`src/rtl/hsd_pkg.sv`:
```
`default_nettype none
package hsd_pkg;

  localparam int unsigned BYTE_W   = 8;
  localparam int unsigned LEN_W    = 7;
  localparam int unsigned OFFS_W   = 6;
  localparam int unsigned CFG_AW   = 3;
  localparam int unsigned CFG_DW   = 8;
  localparam int unsigned DEF_MAX_PAYLOAD = 64;

  localparam logic [CFG_AW-1:0] REG_SYNC_FIRST   = 3'd0;
  localparam logic [CFG_AW-1:0] REG_SYNC_SECOND  = 3'd1;
  localparam logic [CFG_AW-1:0] REG_DATA_TYPE    = 3'd2;
  localparam logic [CFG_AW-1:0] REG_CMD_TYPE     = 3'd3;
  localparam logic [CFG_AW-1:0] REG_DATA_LENGTH  = 3'd4;
  localparam logic [CFG_AW-1:0] REG_RESET_CMD    = 3'd5;
  localparam logic [CFG_AW-1:0] REG_ABORT_CMD    = 3'd6;
  localparam logic [CFG_AW-1:0] REG_CALIB_CMD    = 3'd7;

  localparam logic [BYTE_W-1:0] RST_SYNC_FIRST  = 8'h55;
  localparam logic [BYTE_W-1:0] RST_SYNC_SECOND = 8'hAA;
  localparam logic [BYTE_W-1:0] RST_DATA_TYPE   = 8'h01;
  localparam logic [BYTE_W-1:0] RST_CMD_TYPE    = 8'h02;
  localparam logic [LEN_W-1:0]  RST_DATA_LENGTH = 7'd64;
  localparam logic [BYTE_W-1:0] RST_RESET_CMD   = 8'h00;
  localparam logic [BYTE_W-1:0] RST_ABORT_CMD   = 8'h01;
  localparam logic [BYTE_W-1:0] RST_CALIB_CMD   = 8'h02;

  typedef struct packed {
    logic [BYTE_W-1:0] sync_first;
    logic [BYTE_W-1:0] sync_second;
    logic [BYTE_W-1:0] data_type_code;
    logic [BYTE_W-1:0] command_type_code;
    logic [LEN_W-1:0]  data_length;
    logic [BYTE_W-1:0] reset_cmd_code;
    logic [BYTE_W-1:0] abort_cmd_code;
    logic [BYTE_W-1:0] calib_cmd_code;
  } cfg_t;

  typedef struct packed {
    logic              is_command;
    logic [BYTE_W-1:0] payload_value;
    logic [OFFS_W-1:0] byte_offset;
    logic              last_of_packet;
    logic              accepted;
  } res_t;

endpackage
`default_nettype wire

```
`src/rtl/hsd_cfg.sv`:
```
`default_nettype none
module hsd_cfg (
  input  wire logic                       clk,
  input  wire logic                       rst_n,
  input  wire logic                       cfg_wr_en,
  input  wire logic [hsd_pkg::CFG_AW-1:0] cfg_addr,
  input  wire logic [hsd_pkg::CFG_DW-1:0] cfg_wdata,
  output hsd_pkg::cfg_t                   cfg
);
  import hsd_pkg::*;

  cfg_t cfg_r;
  cfg_t cfg_nxt;

  always_comb begin
    cfg_nxt = cfg_r;
    if (cfg_wr_en) begin
      case (cfg_addr)
        REG_SYNC_FIRST:  cfg_nxt.sync_first        = cfg_wdata;
        REG_SYNC_SECOND: cfg_nxt.sync_second       = cfg_wdata;
        REG_DATA_TYPE:   cfg_nxt.data_type_code    = cfg_wdata;
        REG_CMD_TYPE:    cfg_nxt.command_type_code = cfg_wdata;
        REG_DATA_LENGTH: cfg_nxt.data_length       = cfg_wdata[LEN_W-1:0];
        REG_RESET_CMD:   cfg_nxt.reset_cmd_code    = cfg_wdata;
        REG_ABORT_CMD:   cfg_nxt.abort_cmd_code    = cfg_wdata;
        REG_CALIB_CMD:   cfg_nxt.calib_cmd_code    = cfg_wdata;
        default:         cfg_nxt = cfg_r;
      endcase
    end
  end

  always_ff @(posedge clk) begin
    if (!rst_n) begin
      cfg_r.sync_first        <= RST_SYNC_FIRST;
      cfg_r.sync_second       <= RST_SYNC_SECOND;
      cfg_r.data_type_code    <= RST_DATA_TYPE;
      cfg_r.command_type_code <= RST_CMD_TYPE;
      cfg_r.data_length       <= RST_DATA_LENGTH;
      cfg_r.reset_cmd_code    <= RST_RESET_CMD;
      cfg_r.abort_cmd_code    <= RST_ABORT_CMD;
      cfg_r.calib_cmd_code    <= RST_CALIB_CMD;
    end else begin
      cfg_r <= cfg_nxt;
    end
  end

  assign cfg = cfg_r;

endmodule
`default_nettype wire

```
`src/rtl/hsd_parse.sv`:
```
`default_nettype none
module hsd_parse #(
  parameter int unsigned MAX_PAYLOAD = hsd_pkg::DEF_MAX_PAYLOAD
) (
  input  wire logic                       clk,
  input  wire logic                       rst_n,
  input  wire hsd_pkg::cfg_t              cfg,
  input  wire logic                       in_fire,
  input  wire logic [hsd_pkg::BYTE_W-1:0] rx_byte,
  output logic                            res_valid,
  output hsd_pkg::res_t                   res
);
  import hsd_pkg::*;

  localparam int unsigned CNT_W = (MAX_PAYLOAD > 2) ? $clog2(MAX_PAYLOAD) : 1;
  localparam logic [LEN_W-1:0] MAX_LEN = LEN_W'(MAX_PAYLOAD);

  typedef enum logic [1:0] {
    PH_IDLE    = 2'd0,
    PH_HDR1    = 2'd1,
    PH_HDR2    = 2'd2,
    PH_PAYLOAD = 2'd3
  } phase_t;

  phase_t           phase_r, phase_nxt;
  logic             kind_r, kind_nxt;
  logic [CNT_W-1:0] cnt_r, cnt_nxt;

  logic [LEN_W-1:0] eff_len;
  logic [LEN_W:0]   count;
  logic             last;
  logic             cmd_ok;

  always_comb begin
    eff_len = cfg.data_length;
    if (eff_len == '0) begin
      eff_len = LEN_W'(1);
    end
    if (eff_len > MAX_LEN) begin
      eff_len = MAX_LEN;
    end
  end

  assign count  = (LEN_W+1)'(cnt_r) + (LEN_W+1)'(1);
  assign last   = count >= {1'b0, eff_len};
  assign cmd_ok = (rx_byte == cfg.reset_cmd_code) || (rx_byte == cfg.abort_cmd_code) ||
                  (rx_byte == cfg.calib_cmd_code);

  always_comb begin
    phase_nxt = phase_r;
    kind_nxt  = kind_r;
    cnt_nxt   = cnt_r;
    res_valid = 1'b0;
    res.is_command     = kind_r;
    res.payload_value  = rx_byte;
    res.byte_offset    = '0;
    res.last_of_packet = 1'b1;
    res.accepted       = cmd_ok;
    if (in_fire) begin
      case (phase_r)
        PH_IDLE: begin
          if (rx_byte == cfg.sync_first) begin
            phase_nxt = PH_HDR1;
          end
        end
        PH_HDR1: begin
          if (rx_byte == cfg.sync_second) begin
            phase_nxt = PH_HDR2;
          end else if (rx_byte != cfg.sync_first) begin
            phase_nxt = PH_IDLE;
          end
        end
        PH_HDR2: begin
          cnt_nxt = '0;
          if (rx_byte == cfg.data_type_code) begin
            kind_nxt  = 1'b0;
            phase_nxt = PH_PAYLOAD;
          end else if (rx_byte == cfg.command_type_code) begin
            kind_nxt  = 1'b1;
            phase_nxt = PH_PAYLOAD;
          end else begin
            kind_nxt  = 1'b0;
            phase_nxt = PH_IDLE;
          end
        end
        PH_PAYLOAD: begin
          res_valid = 1'b1;
          if (kind_r) begin
            phase_nxt = PH_IDLE;
            kind_nxt  = 1'b0;
            cnt_nxt   = '0;
          end else begin
            res.byte_offset    = OFFS_W'(cnt_r);
            res.last_of_packet = last;
            res.accepted       = last;
            if (last) begin
              phase_nxt = PH_IDLE;
              kind_nxt  = 1'b0;
              cnt_nxt   = '0;
            end else begin
              cnt_nxt = count[CNT_W-1:0];
            end
          end
        end
        default: phase_nxt = PH_IDLE;
      endcase
    end
  end

  always_ff @(posedge clk) begin
    if (!rst_n) begin
      phase_r <= PH_IDLE;
      kind_r  <= 1'b0;
      cnt_r   <= '0;
    end else begin
      phase_r <= phase_nxt;
      kind_r  <= kind_nxt;
      cnt_r   <= cnt_nxt;
    end
  end

endmodule
`default_nettype wire

```
`src/rtl/hsd_out.sv`:
```
`default_nettype none
module hsd_out (
  input  wire logic    clk,
  input  wire logic    rst_n,
  input  wire logic    push,
  input  wire hsd_pkg::res_t res,
  output logic         in_ready,
  output logic         out_valid,
  input  wire logic    out_ready,
  output hsd_pkg::res_t out_res
);
  import hsd_pkg::*;

  logic main_valid_r, main_valid_nxt;
  logic skid_valid_r, skid_valid_nxt;
  res_t main_r, main_nxt;
  res_t skid_r, skid_nxt;
  logic pop;

  assign pop = main_valid_r & out_ready;

  always_comb begin
    main_valid_nxt = main_valid_r;
    skid_valid_nxt = skid_valid_r;
    main_nxt       = main_r;
    skid_nxt       = skid_r;
    if (skid_valid_r) begin
      if (pop) begin
        main_nxt       = skid_r;
        skid_valid_nxt = 1'b0;
      end
    end else if (push) begin
      if (!main_valid_r || pop) begin
        main_nxt       = res;
        main_valid_nxt = 1'b1;
      end else begin
        skid_nxt       = res;
        skid_valid_nxt = 1'b1;
      end
    end else if (pop) begin
      main_valid_nxt = 1'b0;
    end
  end

  always_ff @(posedge clk) begin
    if (!rst_n) begin
      main_valid_r <= 1'b0;
      skid_valid_r <= 1'b0;
    end else begin
      main_valid_r <= main_valid_nxt;
      skid_valid_r <= skid_valid_nxt;
    end
  end

  always_ff @(posedge clk) begin
    main_r <= main_nxt;
    skid_r <= skid_nxt;
  end

  assign in_ready  = !skid_valid_r;
  assign out_valid = main_valid_r;
  assign out_res   = main_r;

endmodule
`default_nettype wire

```
`src/rtl/header_sync_packet_deframer.sv`:
```
`default_nettype none
// channel   direction  payload
// in_       slave      tdata[7:0] rx_byte
// out_      master     tdata payload/offset/accepted, tuser is_command, tlast last_of_packet
// cfg_      write      cfg_addr register index, cfg_wdata value
//
// one byte per cycle while in_tready is high; each result is registered in the output buffer before it appears on out_
// state machine and offset counter update in the same cycle as the transfer
// a two-entry output buffer takes one more transfer during an out_ stall;
// in_tready then stays low until the held result moves up, after out_ accepts the result ahead of it
// synchronous active-low reset: idle phase, offset counter cleared, output buffer emptied, registers to defaults
module header_sync_packet_deframer #(
  parameter int unsigned MAX_PAYLOAD = hsd_pkg::DEF_MAX_PAYLOAD
) (
  input  wire logic                       clk,
  input  wire logic                       rst_n,
  input  wire logic                       in_tvalid,
  output logic                            in_tready,
  input  wire logic [7:0]                 in_tdata,   // [7:0] rx_byte
  output logic                            out_tvalid,
  input  wire logic                       out_tready,
  output logic [15:0]                     out_tdata,  // [7:0] payload_value, [13:8] byte_offset,
                                                      // [14] accepted, [15] zero
  output logic                            out_tuser,  // [0] is_command
  output logic                            out_tlast,
  input  wire logic                       cfg_wr_en,
  input  wire logic [hsd_pkg::CFG_AW-1:0] cfg_addr,
  input  wire logic [hsd_pkg::CFG_DW-1:0] cfg_wdata
);
  import hsd_pkg::*;

  cfg_t cfg;
  res_t res;
  res_t out_res;
  logic res_valid;
  logic in_fire;

  assign in_fire = in_tvalid & in_tready;

  hsd_cfg u_cfg (
    .clk       (clk),
    .rst_n     (rst_n),
    .cfg_wr_en (cfg_wr_en),
    .cfg_addr  (cfg_addr),
    .cfg_wdata (cfg_wdata),
    .cfg       (cfg)
  );

  hsd_parse #(
    .MAX_PAYLOAD (MAX_PAYLOAD)
  ) u_parse (
    .clk       (clk),
    .rst_n     (rst_n),
    .cfg       (cfg),
    .in_fire   (in_fire),
    .rx_byte   (in_tdata),
    .res_valid (res_valid),
    .res       (res)
  );

  hsd_out u_out (
    .clk       (clk),
    .rst_n     (rst_n),
    .push      (res_valid),
    .res       (res),
    .in_ready  (in_tready),
    .out_valid (out_tvalid),
    .out_ready (out_tready),
    .out_res   (out_res)
  );

  assign out_tdata = {1'b0, out_res.accepted, out_res.byte_offset, out_res.payload_value};
  assign out_tuser = out_res.is_command;
  assign out_tlast = out_res.last_of_packet;

`ifndef SYNTH
  a_skid_implies_full: assert property (@(posedge clk) disable iff (!rst_n)
    !in_tready |-> out_tvalid)
    else $error("output buffer backpressure without held result");

  a_data_accept_is_last: assert property (@(posedge clk) disable iff (!rst_n)
    (out_tvalid && !out_tuser) |-> (out_tdata[14] == out_tlast))
    else $error("data byte accepted flag differs from last flag");

  a_cmd_single: assert property (@(posedge clk) disable iff (!rst_n)
    (out_tvalid && out_tuser) |-> (out_tlast && out_tdata[13:8] == '0))
    else $error("command result not last or nonzero offset");

  a_reset_empty: assert property (@(posedge clk)
    !rst_n |=> (!out_tvalid && in_tready))
    else $error("output buffer not empty after reset");
`endif

endmodule
`default_nettype wire
```
`config.mk`:
```
export PLATFORM = sky130hd
export DESIGN_NAME = header_sync_packet_deframer
export DESIGN_NICKNAME = d
export VERILOG_FILES = /design/src/rtl/hsd_pkg.sv /design/src/rtl/hsd_cfg.sv /design/src/rtl/hsd_parse.sv /design/src/rtl/hsd_out.sv /design/src/rtl/header_sync_packet_deframer.sv
export SDC_FILE = /design/constraint.sdc
export NUM_CORES = 1
export LEC_CHECK = 0
export ABC_AREA = 1
export BUFFER_PORTS_ARGS = -buffer_cell sky130_fd_sc_hd__buf_2
export CAP_MARGIN = 20
export CORE_UTILIZATION = 38
export DETAILED_ROUTE_END_ITERATION = 12
export MAX_ROUTING_LAYER = met4
export REMOVE_ABC_BUFFERS = 1
export SYNTH_ARGS = -nofsm -noshare
export SYNTH_HDL_FRONTEND = slang
export SYNTH_SLANG_ARGS = --single-unit
```
`constraint.sdc`:
```
create_clock -name clk -period 3.9 [get_ports clk]
set_clock_uncertainty 0.1 [all_clocks]
set_input_delay 0.78 -clock clk [delete_from_list [all_inputs] [get_ports clk]]
set_output_delay 0.78 -clock clk [all_outputs]
set_load 0.05 [all_outputs]
```
==> results.py <==
metrics = {
    "yosys": {
        "synth_area_per_cell_um2": 7.91,
        "netlist_area_um2": 5170,
        "ys_warn_count": 0,
        "synth.distinct_cells": 39,
        "yosysSeqAreaShare_pct": 48.4,
        "synthCells": 653,
        "ys_seq_elements": 108,
    },
    "power_and_ir_drop": {
        "power.total_mw": 2.27,
        "p_leak_nw": 2.33,
        "p_per_area_nw_per_um2": 396,
        "ir_worst_vdd_uv": 275,
    },
    "global_routing": {
        "grt_use_met1_pct": 23.9,
        "grt_max_degree": 35,
        "use_met2_pct": 30.7,
        "grt_pass1_vias": 3953,
        "grt_use_met3_pct": 3.23,
        "grt_pass1_wl_um": 20100,
        "grt_antenna_before_repair": 0,
        "grtUsageTotal_pct": 19.1,
        "top_usage_layer": "met2",
        "overflow": 0,
    },
    "setup_path": {
        "worst-setup-path-type": "reg -> reg",
        "cp.required_ns": 3.92,
        "worstSetupEndpointType": "register",
        "crit_start": "u_parse.cnt_r[2]",
        "path_common_cell": "nand2_1",
        "startpoint_type": "register",
        "worstPathCellList": "nand3_1 > nor3_2 > xor2_1 > ha_1 > nand2_1 > inv_1 > o21ai_0 > nand2_1 > clkinv_1 > nand2_1 > nor2_4 > inv_2 > and2_1",
        "worstReg2RegStart": "u_parse.cnt_r[2]",
        "cp_max_fo": 6,
        "max_stage_delay_ns": 0.44,
        "cp_data_arrival_time_ns": 2.49,
        "cpMaxStageDelayCell": "dfxtp_1",
    },
    "route": {
        "first_pass_iters": 4,
        "drt-total-wl_um": 12200,
        "via_count": 4205,
        "drc": 0,
        "vias_per_cell": 4.86,
        "drt-initial-drc-count": 235,
        "antenna_left": 0,
        "routedWlPerCell_um": 14.1,
    },
    "clock_network": {
        "cts_hold_buf": 0,
        "cts.sinks": 108,
        "cts_made_buffers": 9,
        "cts_resized": 0,
        "insertion_delay_ns": 0.36,
        "cts_setup_buffers": 0,
        "root_buffer": "clkbuf_16",
        "cts_buffer_depth": 2,
        "path_clk_slew_ns": 0.08,
        "tritoncts": "done",
        "htreeDepth": 3,
    },
    "place": {
        "place_inst": 849,
        "numPortBuffers": 42,
        "pre_cts_ws_ns": 1.44,
        "dp.final_hpwl_um": 8700,
        "gp_congestion": 0.847,
    },
    "sta": {
        "worst_pin_slew_ns": 0.702,
        "clock.fmax_ghz": 0.405,
        "fin_crit_ns": 2.47,
        "setup_viol": 0,
        "finalHoldViolCount": 0,
        "setup_slack_ns": 1.43,
        "finalCritPeriodShare_pct": 63.3,
        "max-slew-margin-rel_pct": 53.1,
        "tns_ns": 0,
        "maxSlewViolCount": 0,
        "rsz0062_at_grt": "no",
    },
    "final_layout": {
        "antenna_cells": 0,
        "drive_gt1_share_pct": 13.9,
        "finalNetCount": 716,
        "stdcell_count": 865,
        "syn2layout_area_growth_pct": 11.0,
    },
    "die": {
        "boundaryPins": 44,
        "die_w_um": 119,
        "dieArea_um2": 14100,
        "die_y_um": 119,
        "start_util_pct": 39.0,
        "rows": 42,
        "coreArea_um2": 13200,
    },
    "flow_run": {
        "drv_cap": 0,
    },
    "hold_path": {
        "worstHoldStart": "u_cfg.cfg[12]",
        "hold_path.class": "reg -> reg",
    },
    "status": {
        "status": "finished, final reports clean",
    },
}
routing by layer:
metal	wire, um	vias to the layer above
met1	5630	1972
met2	5860	74
li1	-	2140
met4	190	0
met3	476	19
met5	0	-
cells in the mapped netlist (all sizes together):
library cell,count,area share [%]
nand2,146,11
nor2,119,9.1
dfxtp,74,29
o21ai,70,6.9
inv,62,4.7
edfxtp,34,20
a21oi,29,2.8
xnor2,26,4.4
buf,17,2.6
nand3,16,1.6
xor2,14,2.4
clkbuf,9,0.65
ha,8,1.9
nand4,6,0.73
nor3,6,0.77
o211ai,4,0.58
and2,3,0.36
clkinv,2,0.15
o21bai,2,0.29
or2,2,0.24
and3,1,0.12
bufinv,1,0.34
conb,1,0.073
nor4,1,0.12
critical path: cells and delay by family (launching register included):
family,cells,cell delay [ns]
AND/OR/NAND/NOR,7,0.90
flip-flops,1,0.44
adder cells (fa/ha/maj),1,0.28
XOR/XNOR,1,0.23
buffers and inverters,3,0.16
AO/OA/AOI/OAI,1,0.14
state kept, by name (all words and copies together) (netlist names):
register            flops
u_out.out_res          17
u_out.out_valid         1
u_out.skid_valid_r      1
u_parse.kind_r          1
u_parse.phase_r         2
u_cfg.cfg              63
u_out.skid_r           17
u_parse.cnt_r           6
stage by stage:
step / hold WS [ns] / area (um2) / utilization [%]
final: 0.370 / 5740 / 43.3
after global routing: 0.385 / 5740 / 43.3
after CTS: 0.371 / 5740 / 43.3
after detailed placement: 0.359 / 5460 / 41.2
after global placement: 0.351 / 5460 / 41.2
after floorplan: 0.343 / 5000 / -
path summary, 6_finish.rpt:
path,cells past startpoint,endpoint,slack [ns]
max,13,u_out.skid_r[0],1.43
min,2,u_cfg.cfg[12],0.37
max reg2reg,13,u_out.skid_r[0],1.43
min reg2reg,2,u_cfg.cfg[12],0.37
power breakdown:
| part | leakage [nW] | switching, mW | internal (mW) |
|---|---|---|---|
| Combinational | 1.32 | 0.133 | 0.0697 |
| Clock | 0.133 | 0.431 | 0.440 |
| Sequential | 0.885 | 0.0167 | 1.18 |
placed cells by master, fill, tap and decap left out, drive strengths merged, types with 2 or more instances in the layout:
master / synthesis / layout
o21ai: 70 / 70
or2: 2 / 2
nor2: 119 / 119
nand3: 16 / 16
xor2: 14 / 14
ha: 8 / 8
dfxtp: 74 / 74
o21bai: 2 / 2
o211ai: 4 / 4
buf: 17 / 46
xnor2: 26 / 26
clkinv: 2 / 5
nand2: 146 / 146
edfxtp: 34 / 34
nor3: 6 / 6
clkbuf: 9 / 10
nand4: 6 / 6
and2: 3 / 3
inv: 62 / 64
a21oi: 29 / 29
area by class of cell:
cell class | count | area [um2]
Clock buffer | 10 | 229
Clock inverter | 6 | 47.5
Fill cell | 1321 | 7510
Inverter | 65 | 268
Multi-Input combinational cell | 454 | 2230
Sequential cell | 108 | 2500
Tap cell | 176 | 220
Timing Repair Buffer | 46 | 240
cell families after synthesis:
| kind of cell | after synthesis | share of synthesized area, % |
|---|---|---|
| xor gates and xnor gates | 40 | 6.78 |
| AOI/OAI and AO/OA | 105 | 10.5 |
| other | 1 | 0.0726 |
| and+or+nand+nor | 300 | 23.8 |
| buffers and inverters | 91 | 8.43 |
| adders and majority gates | 8 | 1.94 |
| DFF | 108 | 48.4 |
No activity file was read; power rests on OpenSTA's default activity.
